File: src/rtl/cpd_pkg.sv
// Package with the types, constants and codes of the command packet deframer.
package cpd_pkg;

  localparam int unsigned MAX_PACKET_BYTES = 65536;
  localparam int unsigned IDX_W = $clog2(MAX_PACKET_BYTES + 1);

  localparam int unsigned HDR_FIRST  = 4;
  localparam int unsigned HDR_LAST   = 27;
  localparam int unsigned FIXED_PART = 32;
  localparam int unsigned TINY_LIMIT = 9;

  // Header bytes HDR_FIRST up to the one before HDR_LAST are held in a shift line.
  localparam int unsigned HDR_HOLD_BITS = (HDR_LAST - HDR_FIRST) * 8;
  localparam int unsigned HDR_ALL_BITS  = HDR_HOLD_BITS + 8;

  typedef enum logic [1:0] {
    KIND_HEADER = 2'd0,
    KIND_PARAM  = 2'd1,
    KIND_END    = 2'd2
  } kind_t;

  typedef enum logic [1:0] {
    ST_OK       = 2'd0,
    ST_TINY     = 2'd1,
    ST_SHORT    = 2'd2,
    ST_MISMATCH = 2'd3
  } status_t;

  typedef struct packed {
    logic [7:0] data_byte;
    logic       last_byte;
  } in_item_t;

  typedef struct packed {
    kind_t       kind;
    logic [31:0] target_id;
    logic [31:0] source_id;
    logic [7:0]  version_code;
    logic [7:0]  param_kind;
    logic [31:0] command_id;
    logic [31:0] tag_word;
    logic [31:0] param_length;
    logic [7:0]  param_byte;
    logic [31:0] crc_word;
    status_t     status;
    logic        packet_end;
  } out_item_t;

endpackage

File: src/rtl/cpd_out_buf.sv
// Output register with a skid stage for the deframer result channel.
module cpd_out_buf (
  input  logic                clk,
  input  logic                rst_n,
  input  logic                push,
  input  cpd_pkg::out_item_t  push_data,
  output logic                full,
  output logic                out_valid,
  input  logic                out_stall,
  output cpd_pkg::out_item_t  out_data
);
  import cpd_pkg::*;

  logic      out_valid_r, out_valid_nxt;
  logic      skid_valid_r, skid_valid_nxt;
  out_item_t out_data_r, out_data_nxt;
  out_item_t skid_data_r, skid_data_nxt;
  logic      slot_free;

  // The output slot can take new data when empty or being drained this cycle.
  assign slot_free = !out_valid_r || !out_stall;

  always_comb begin
    out_valid_nxt  = out_valid_r;
    out_data_nxt   = out_data_r;
    skid_valid_nxt = skid_valid_r;
    skid_data_nxt  = skid_data_r;
    if (slot_free) begin
      if (skid_valid_r) begin
        out_valid_nxt  = 1'b1;
        out_data_nxt   = skid_data_r;
        skid_valid_nxt = 1'b0;
      end else begin
        out_valid_nxt = push;
        out_data_nxt  = push_data;
      end
    end else if (push) begin
      skid_valid_nxt = 1'b1;
      skid_data_nxt  = push_data;
    end
  end

  always_ff @(posedge clk) begin
    if (!rst_n) begin
      out_valid_r  <= 1'b0;
      skid_valid_r <= 1'b0;
    end else begin
      out_valid_r  <= out_valid_nxt;
      skid_valid_r <= skid_valid_nxt;
    end
    out_data_r  <= out_data_nxt;
    skid_data_r <= skid_data_nxt;
  end

  assign full      = skid_valid_r;
  assign out_valid = out_valid_r;
  assign out_data  = out_data_r;

endmodule

File: src/rtl/command_packet_deframer_core.sv
// Command packet deframer: splits a byte stream into header, parameter and end requests.
//
// Usage:
//   Input channel (in_valid, in_stall, in_data) carries one packet byte per request,
//   with last_byte set on the final byte of a packet. Bytes 0..3 are skipped, bytes
//   4..27 form the header, which is reported as one request when byte 27 arrives.
//   Later bytes up to the declared parameter length are passed out one per request
//   unless the parameter type equals the none code. The final byte always yields an
//   end request with the last four bytes as the CRC word and a status.
//   The none code is written via cfg_wr_en / cfg_wr_data; the user must write it only while idle (unchecked).
// Timing:
//   One byte is accepted per cycle while in_stall is low. Each result is registered in
//   the output stage, or the skid stage while out_stall holds it; per-byte work is compares and shifts.
// Reset:
//   Synchronous, active low. Clears the packet state (not the header shift line), the output
//   stage and sets the none code to zero.
// Back pressure:
//   While out_stall holds a result, one further result is kept in a skid stage;
//   in_stall rises only once that stage is occupied.
module command_packet_deframer_core (
  input  logic               clk,
  input  logic               rst_n,
  input  logic               in_valid,
  output logic               in_stall,
  input  cpd_pkg::in_item_t  in_data,
  output logic               out_valid,
  input  logic               out_stall,
  output cpd_pkg::out_item_t out_data,
  input  logic               cfg_wr_en,
  input  logic [7:0]         cfg_wr_data
);
  import cpd_pkg::*;

  logic [IDX_W-1:0]         idx_r, idx_nxt;
  logic [HDR_HOLD_BITS-1:0] hdr_r, hdr_nxt;
  logic [31:0]              decl_len_r, decl_len_nxt;
  logic                     type_none_r, type_none_nxt;
  logic [31:0]              tail_r, tail_nxt;
  logic [7:0]               none_code_r;

  logic                     accept;
  logic                     overflow;
  logic                     buf_full;
  logic [HDR_ALL_BITS-1:0]  hdr_all;
  logic [IDX_W-1:0]         idx_off;
  logic [IDX_W-1:0]         total;
  logic                     res_valid;
  out_item_t                res;

  assign accept   = in_valid && !in_stall;
  assign in_stall = buf_full;
  assign overflow = idx_r >= IDX_W'(MAX_PACKET_BYTES);
  assign hdr_all  = {hdr_r, in_data.data_byte};
  assign idx_off  = idx_r - IDX_W'(HDR_LAST + 1);
  assign total    = idx_r + IDX_W'(1);

  // Result formation for the byte on the input port.
  always_comb begin
    res       = '0;
    res_valid = 1'b0;
    if (in_data.last_byte) begin
      res_valid       = 1'b1;
      res.kind        = KIND_END;
      res.crc_word    = {tail_r[23:0], in_data.data_byte};
      res.packet_end  = 1'b1;
      if (!overflow && total <= IDX_W'(TINY_LIMIT)) begin
        res.status = ST_TINY;
      end else if (!overflow && total < IDX_W'(FIXED_PART)) begin
        res.status = ST_SHORT;
      end else if (overflow ||
                   (33'(total) != 33'(decl_len_r) + 33'(FIXED_PART))) begin
        res.status = ST_MISMATCH;
      end else begin
        res.status = ST_OK;
      end
    end else if (idx_r == IDX_W'(HDR_LAST)) begin
      res_valid        = 1'b1;
      res.kind         = KIND_HEADER;
      res.target_id    = hdr_all[191:160];
      res.source_id    = hdr_all[159:128];
      res.version_code = hdr_all[127:120];
      res.param_kind   = hdr_all[119:112];
      res.command_id   = hdr_all[95:64];
      res.tag_word     = hdr_all[63:32];
      res.param_length = hdr_all[31:0];
    end else if (!overflow && idx_r > IDX_W'(HDR_LAST) && !type_none_r &&
                 32'(idx_off) < decl_len_r) begin
      res_valid      = 1'b1;
      res.kind       = KIND_PARAM;
      res.param_byte = in_data.data_byte;
    end
  end

  // Packet state update.
  always_comb begin
    idx_nxt       = idx_r;
    hdr_nxt       = hdr_r;
    decl_len_nxt  = decl_len_r;
    type_none_nxt = type_none_r;
    tail_nxt      = tail_r;
    if (accept) begin
      if (in_data.last_byte) begin
        idx_nxt       = '0;
        decl_len_nxt  = '0;
        type_none_nxt = 1'b0;
        tail_nxt      = '0;
      end else begin
        tail_nxt = {tail_r[23:0], in_data.data_byte};
        if (!overflow) begin
          idx_nxt = idx_r + IDX_W'(1);
        end
        if (idx_r >= IDX_W'(HDR_FIRST) && idx_r < IDX_W'(HDR_LAST)) begin
          hdr_nxt = {hdr_r[HDR_HOLD_BITS-9:0], in_data.data_byte};
        end
        if (idx_r == IDX_W'(HDR_LAST)) begin
          decl_len_nxt  = hdr_all[31:0];
          type_none_nxt = hdr_all[119:112] == none_code_r;
        end
      end
    end
  end

  always_ff @(posedge clk) begin
    if (!rst_n) begin
      idx_r       <= '0;
      decl_len_r  <= '0;
      type_none_r <= 1'b0;
      tail_r      <= '0;
      none_code_r <= '0;
    end else begin
      idx_r       <= idx_nxt;
      decl_len_r  <= decl_len_nxt;
      type_none_r <= type_none_nxt;
      tail_r      <= tail_nxt;
      if (cfg_wr_en) begin
        none_code_r <= cfg_wr_data;
      end
    end
    hdr_r <= hdr_nxt;
  end

  cpd_out_buf u_out_buf (
    .clk       (clk),
    .rst_n     (rst_n),
    .push      (accept && res_valid),
    .push_data (res),
    .full      (buf_full),
    .out_valid (out_valid),
    .out_stall (out_stall),
    .out_data  (out_data)
  );

`ifndef ASSERT_OFF
  a_skid_implies_out: assert property (@(posedge clk) disable iff (!rst_n)
    buf_full |-> out_valid)
    else $error("skid stage holds a request while the output stage is empty");

  a_idx_bound: assert property (@(posedge clk) disable iff (!rst_n)
    idx_r <= IDX_W'(MAX_PACKET_BYTES))
    else $error("byte index ran past its saturation point");

  a_header_at_27: assert property (@(posedge clk) disable iff (!rst_n)
    (accept && res_valid && res.kind == KIND_HEADER) |-> idx_r == IDX_W'(HDR_LAST))
    else $error("header request produced at the wrong byte position");

  a_last_clears: assert property (@(posedge clk) disable iff (!rst_n)
    (accept && in_data.last_byte) |=> (idx_r == '0 && tail_r == '0))
    else $error("packet state not cleared after the final byte");
`endif

endmodule

File: config.mk
export PLATFORM = sky130hd
export DESIGN_NAME = command_packet_deframer_core
export DESIGN_NICKNAME = d
export VERILOG_FILES = /design/src/rtl/cpd_pkg.sv /design/src/rtl/cpd_out_buf.sv /design/src/rtl/command_packet_deframer_core.sv
export SDC_FILE = /design/constraint.sdc
export NUM_CORES = 1
export LEC_CHECK = 0
export ABC_AREA = 1
export BUFFER_PORTS_ARGS = -buffer_cell sky130_fd_sc_hd__buf_4
export CORE_MARGIN = 2
export CORE_UTILIZATION = 50
export CTS_CLUSTER_SIZE = 10
export DETAILED_ROUTE_END_ITERATION = 8
export HOLD_SLACK_MARGIN = 0.15
export PLACE_DENSITY = 0.68
export SLEW_MARGIN = 40
export SYNTH_ARGS = -nofsm -noshare
export SYNTH_HDL_FRONTEND = slang
export SYNTH_SLANG_ARGS = --single-unit
File: constraint.sdc
create_clock -name clk -period 59.8 [get_ports clk]
set_clock_uncertainty 0.15 [all_clocks]
set_input_delay 11.96 -clock clk [delete_from_list [all_inputs] [get_ports clk]]
set_output_delay 11.96 -clock clk [all_outputs]
set_load 0.05 [all_outputs]
-- Yosys cells after proc, flatten, opt, wreduce, memory -nomap -nowiden
Cells that the tools add are included.
- reductions and logical operators: 21
- mux-type cells: 23
- $lt $le $gt $ge: 7
- bitwise logic cells: 3
- equality and inequality tests: 4
- $add $sub $neg: 3
- operators with widths (kind ; count):
    2-to-1 mux 221 bit ; 1
    2-to-1 mux 184 bit ; 1
    2-to-1 mux 176 bit ; 1
    2-to-1 mux 32 bit ; 2
    2-to-1 mux 35 bit ; 1
    2-to-1 mux 17 bit ; 2
    adder 32 x 6 -> 33 bit (second input constant) ; 1
    inequality test 17 x 33 -> 1 bit ; 1
    less-than comparator 17 x 32 -> 1 bit ; 1
    2-to-1 mux 24 bit ; 1
    adder 17 x 1 -> 17 bit (second input constant) ; 1
    equality test 17 x 5 -> 1 bit (second input constant) ; 1
    greater-or-equal comparator 17 bit (second input constant) ; 1
    greater-or-equal comparator 17 x 3 -> 1 bit (second input constant) ; 1
    greater-than comparator 17 x 5 -> 1 bit (second input constant) ; 1
    <= comparator 17 x 4 -> 1 bit (second input constant) ; 1
    less-than comparator 17 x 5 -> 1 bit (second input constant) ; 1
    less-than comparator 17 x 6 -> 1 bit (second input constant) ; 1
    subtractor 17 x 5 -> 17 bit (second input constant) ; 1
    2-to-1 mux 8 bit ; 2
    2-to-1 mux 2 bit ; 5
    equality test 8 bit ; 1
    logical AND 1 bit ; 8
    2-to-1 mux 1 bit ; 7
    8 further kinds ; 17
- output and inout port bits: 223
- word-level logic and storage cells: 93
- bits in registers: 710

-- Depth between registers and ports, before layout
- depth after elaboration: 10
- mapped depth: 19
- gate-level depth less buffers: 19

-- By module
From an unflattened synthesis, not the netlist that was laid out.
- cells, all modules: 2706
- area, all modules: 29983.8 um^2
- by module, submodules not included (module ; cells each ; instances ; area an instance (um^2) ; sequential area each (um^2)):
    cpd_out_buf ; 1164 ; 1 ; 16918.7 ; 13312.8
    command_packet_deframer_core ; 1542 ; 1 ; 13065.0 ; 7166.9

-- Least setup slack after synthesis
No wires, ideal clock.
- path kind: in2reg
- from: input out_stall
- to: register u_out_buf.skid_data_r[0] (netlist bit) (enable)
- data arrival time: 31.474 ns
- setup time: 3.048 ns
- setup slack: 25.128 ns
- stages: 2
- cells stage by stage: nand2_1 -> a21oi_1
- longest elaborated chain between the ends: 4
- RTL lines (what ; line ; source):
    from (decl) ; command_packet_deframer_core.sv:27 ; input logic out_stall,
    logical NOT 1 bit ; cpd_out_buf.sv:21 ; assign slot_free = !out_valid_r || !out_stall;
    logical OR 1 bit ; cpd_out_buf.sv:21 ;
    NOT 1 bit (no line) ; - ;
    AND reduction 2 bit (no line) ; - ;
    to (signal assigned) ; cpd_out_buf.sv:52 ; skid_data_r <= skid_data_nxt;
    to (decl) ; cpd_out_buf.sv:17 ; out_item_t skid_data_r, skid_data_nxt;
Every way passes these cells.
A chain may end at the register's enable or synchronous reset.

-- Worst setup path after layout
- from: input in_data[0] (netlist bit)
- to: register u_out_buf.skid_data_r[55] (netlist bit) (enable)
- longest elaborated chain between the ends: 3
- RTL lines (what ; line ; source):
    from (decl) ; command_packet_deframer_core.sv:25 ; input cpd_pkg::in_item_t in_data,
    2-to-1 mux 1 bit ; command_packet_deframer_core.sv:61 ; if (in_data.last_byte) begin
    logical AND 1 bit ; command_packet_deframer_core.sv:145 ; .push (accept && res_valid),
    AND reduction 2 bit (no line) ; - ;
Every way passes these cells.

==> run summary <==
status -> complete, no violations
clock buffer depth -> 3
Yosys cell types -> 39
top post-synthesis cells by count -> nand2_1, edfxtp_1, nor2_1
worst r2r path cells -> 18
DR DRC count -> 0
Critical Path RT -> 59890 ps
CTS buffer count -> 82
Final GP Congestion -> 0.926
first-pass GRT wire length -> 108 mm
pin count of the biggest net entering global routing -> 151
ys async rst share -> 0
CTS H-tree lvls -> 3
Final nets -> 2897
Die H -> 244 microns
initial core utilization -> 0.503
reg2reg start -> idx_r[5]$_SDFFE_PN0P_
Slew Limit Fails -> 0
Max transition margin -> 0.436
area grow syn2layout -> 17.1%
Startpoint Class -> input port
setup TNS -> 0 ps
routed via count -> 19700
FF+latch count, synth -> 708
final WL -> 71.6 mm
post-synthesis cell count -> 2630
Synth Net Count -> 2676
crit-path max FO -> 69
hold path endpoint -> hdr_r[109]$_DFFE_PP_
# clock sinks -> 708
predominant post-synthesis flop cell -> edfxtp_1
I/O pin total -> 245
FF-to-FF setup slack -> 55180 ps
Tot Pwr -> 1.05 mW
# resized after CTS -> 0
top-area cell type share of the netlist area -> 0.649
Max IR drop VDD -> 22.1 uV
unrepaired setup endpoints after global routing -> false
Post-CTS Setup Bufs -> 0
placed insts -> 3529
Starting DRT DRC Count -> 1906
largest cells by area after synthesis -> edfxtp_1, nand2_1, dfxtp_1
Warnings, synthesis -> 0
row count -> 88
Worst-Margin Slew -> 846 ps
vias in the first global route -> 18900
clock transition at the registers of the reported paths -> 50 ps
number of fill cells -> 4691
Setup Viol. Count Final -> 0
initial antenna violation count -> 2
critical setup path kind -> in2reg
most numerous cell in the Yosys netlist -> nand2_1
vias per std cell -> 5.37
Leak Pwr -> 12.8 nW
Detail Route Antenna Nets -> 0
Post-synth EDFFs -> 624
PwrDens -> 31.0 mW/mm^2
Crit path arrival time -> 15170 ps
hold buffer count at CTS -> 0
input/output buffers -> 244
Synth area leader -> edfxtp_1
Max-Cap Viols -> 0
Hold Path Depth -> 0
register area share after synthesis -> 0.708
clk_lat worst skew -> 620 ps
CORE AREA -> 0.0574 sq mm
syn avg cell area -> 11.0 sq um
CTS tree -> yes
DIE AREA -> 0.0597 sq mm
Worst R2R End -> u_out_buf.skid_data_r[55]$_DFFE_PP_
period utilisation layout -> 0.252
fin util -> 0.589
Max Clk Rate -> 0.0663 GHz
Hold Crit Start -> hdr_r[101]$_DFFE_PP_
total gr overflow -> 0
Finished Layout Cells -> 3663
mapped cell area -> 0.0289 sq mm
min Tclk post-route -> 15080 ps
wire per inst -> 19.5 microns
die width -> 244 microns
Hold WS -> 264 ps
Hold Path Class -> reg2reg
Hold Fails Final Rpt -> 0
gr usage total -> 0.237
DP Wirelength -> 45.7 mm
clock root buffer -> clkbuf_16
share of cells above drive strength 1 -> 0.140
crit end category -> flip-flop
TritonRoute pass-1 iters -> 5
worst max-delay path: stages:
cell,delay (ps)
buf_6,380
inv_2,390
a21oi_4,660
inv_2,440
a21oi_4,320
buf_12,330
buf_6,560
routing by layer:
metal  vias up  wire length [microns]  global-route usage
met4         2                   2720              0.0952
met3       160                   5100              0.0443
met1      9436                  30200               0.328
met5         -                     12                   0
li1       9349                      -                   -
met2       707                  33500               0.372
per-stage QoR:
step | instance area, sq um | worst slack (ps)
global placement | 31300 | 42980
global route | 33800 | 44520
finish | 33800 | 44720
CTS | 33700 | 44380
detailed placement | 31400 | 43730
floorplan | 28900 | 25130
layout by cell type (no fill, tap or decap), drive strengths merged:
cell / instances
nand2: 774
edfxtp: 624
nor2: 323
buf: 262
o21ai: 234
inv: 158
clkbuf: 123
nand3: 117
a21oi: 89
dfxtp: 84
nand4: 29
ha: 24
xor2: 23
nor3: 11
clkinv: 6
diode: 2
a211oi: 2
nand3b: 2
or2: 2
nor4: 2
o21a: 1
a31oi: 1
and3: 1
a41oi: 1
a22oi: 1
xnor2: 1
clkinvlp: 1
where the power goes:
group          total, mW  internal, mW  switching (mW)  leakage, nW
Combinational     0.0571        0.0130          0.0441         4.69
Sequential         0.547         0.542         0.00528         7.03
Clock              0.445         0.258           0.187         1.12
Total               1.05         0.813           0.236         12.8
worst max-delay path by stage:
stage	endpoint	startpoint	slack, ps
floorplan	u_out_buf.skid_data_r[0]$_DFFE_PP_	out_stall	25130
global placement	u_out_buf.skid_data_r[160]$_DFFE_PP_	in_data[0]	42980
detailed placement	u_out_buf.skid_data_r[160]$_DFFE_PP_	in_data[0]	43730
CTS	u_out_buf.skid_data_r[142]$_DFFE_PP_	in_data[0]	44380
global route	u_out_buf.skid_data_r[147]$_DFFE_PP_	in_data[0]	44520
finish	u_out_buf.skid_data_r[55]$_DFFE_PP_	in_data[0]	44720
kinds of logic (layout without fill, tap and decap cells):
family | after synthesis | count (layout) | synth area share
and+or+nand+nor | 1261 | 1261 | 0.178
buffers and inverters | 284 | 550 | 0.0391
xor gates and xnor gates | 24 | 24 | 0.00728
other | 0 | 2 | 0
DFF | 708 | 708 | 0.708
AOI/OAI and AO/OA | 329 | 329 | 0.0578
adders and majority gates | 24 | 24 | 0.0104
registers in the layout, summed over array words and instances, names as in the netlist:
register and count:
u_out_buf.out_data 220, u_out_buf.skid_data_r 220, hdr_r 184, decl_len_r 32, tail_r 24, idx_r 17
none_code_r 8, type_none_r 1, u_out_buf.full 1, u_out_buf.out_valid 1
layout make-up:
| cell class | instances | area [sq um] | area share |
|---|---|---|---|
| multi-input cells | 1638 | 7370 | 0.218 |
| clock inverters | 6 | 86.3 | 0.00255 |
| inverters | 159 | 607 | 0.0180 |
| clock buffers | 123 | 2250 | 0.0665 |
| flip-flops and latches | 708 | 20400 | 0.604 |
| repair buffers | 262 | 2100 | 0.0622 |
| diodes | 2 | 5.00 | 0.000148 |
| well taps | 765 | 957 | 0.0283 |
Note: power is estimated with default switching activity, not from simulation.
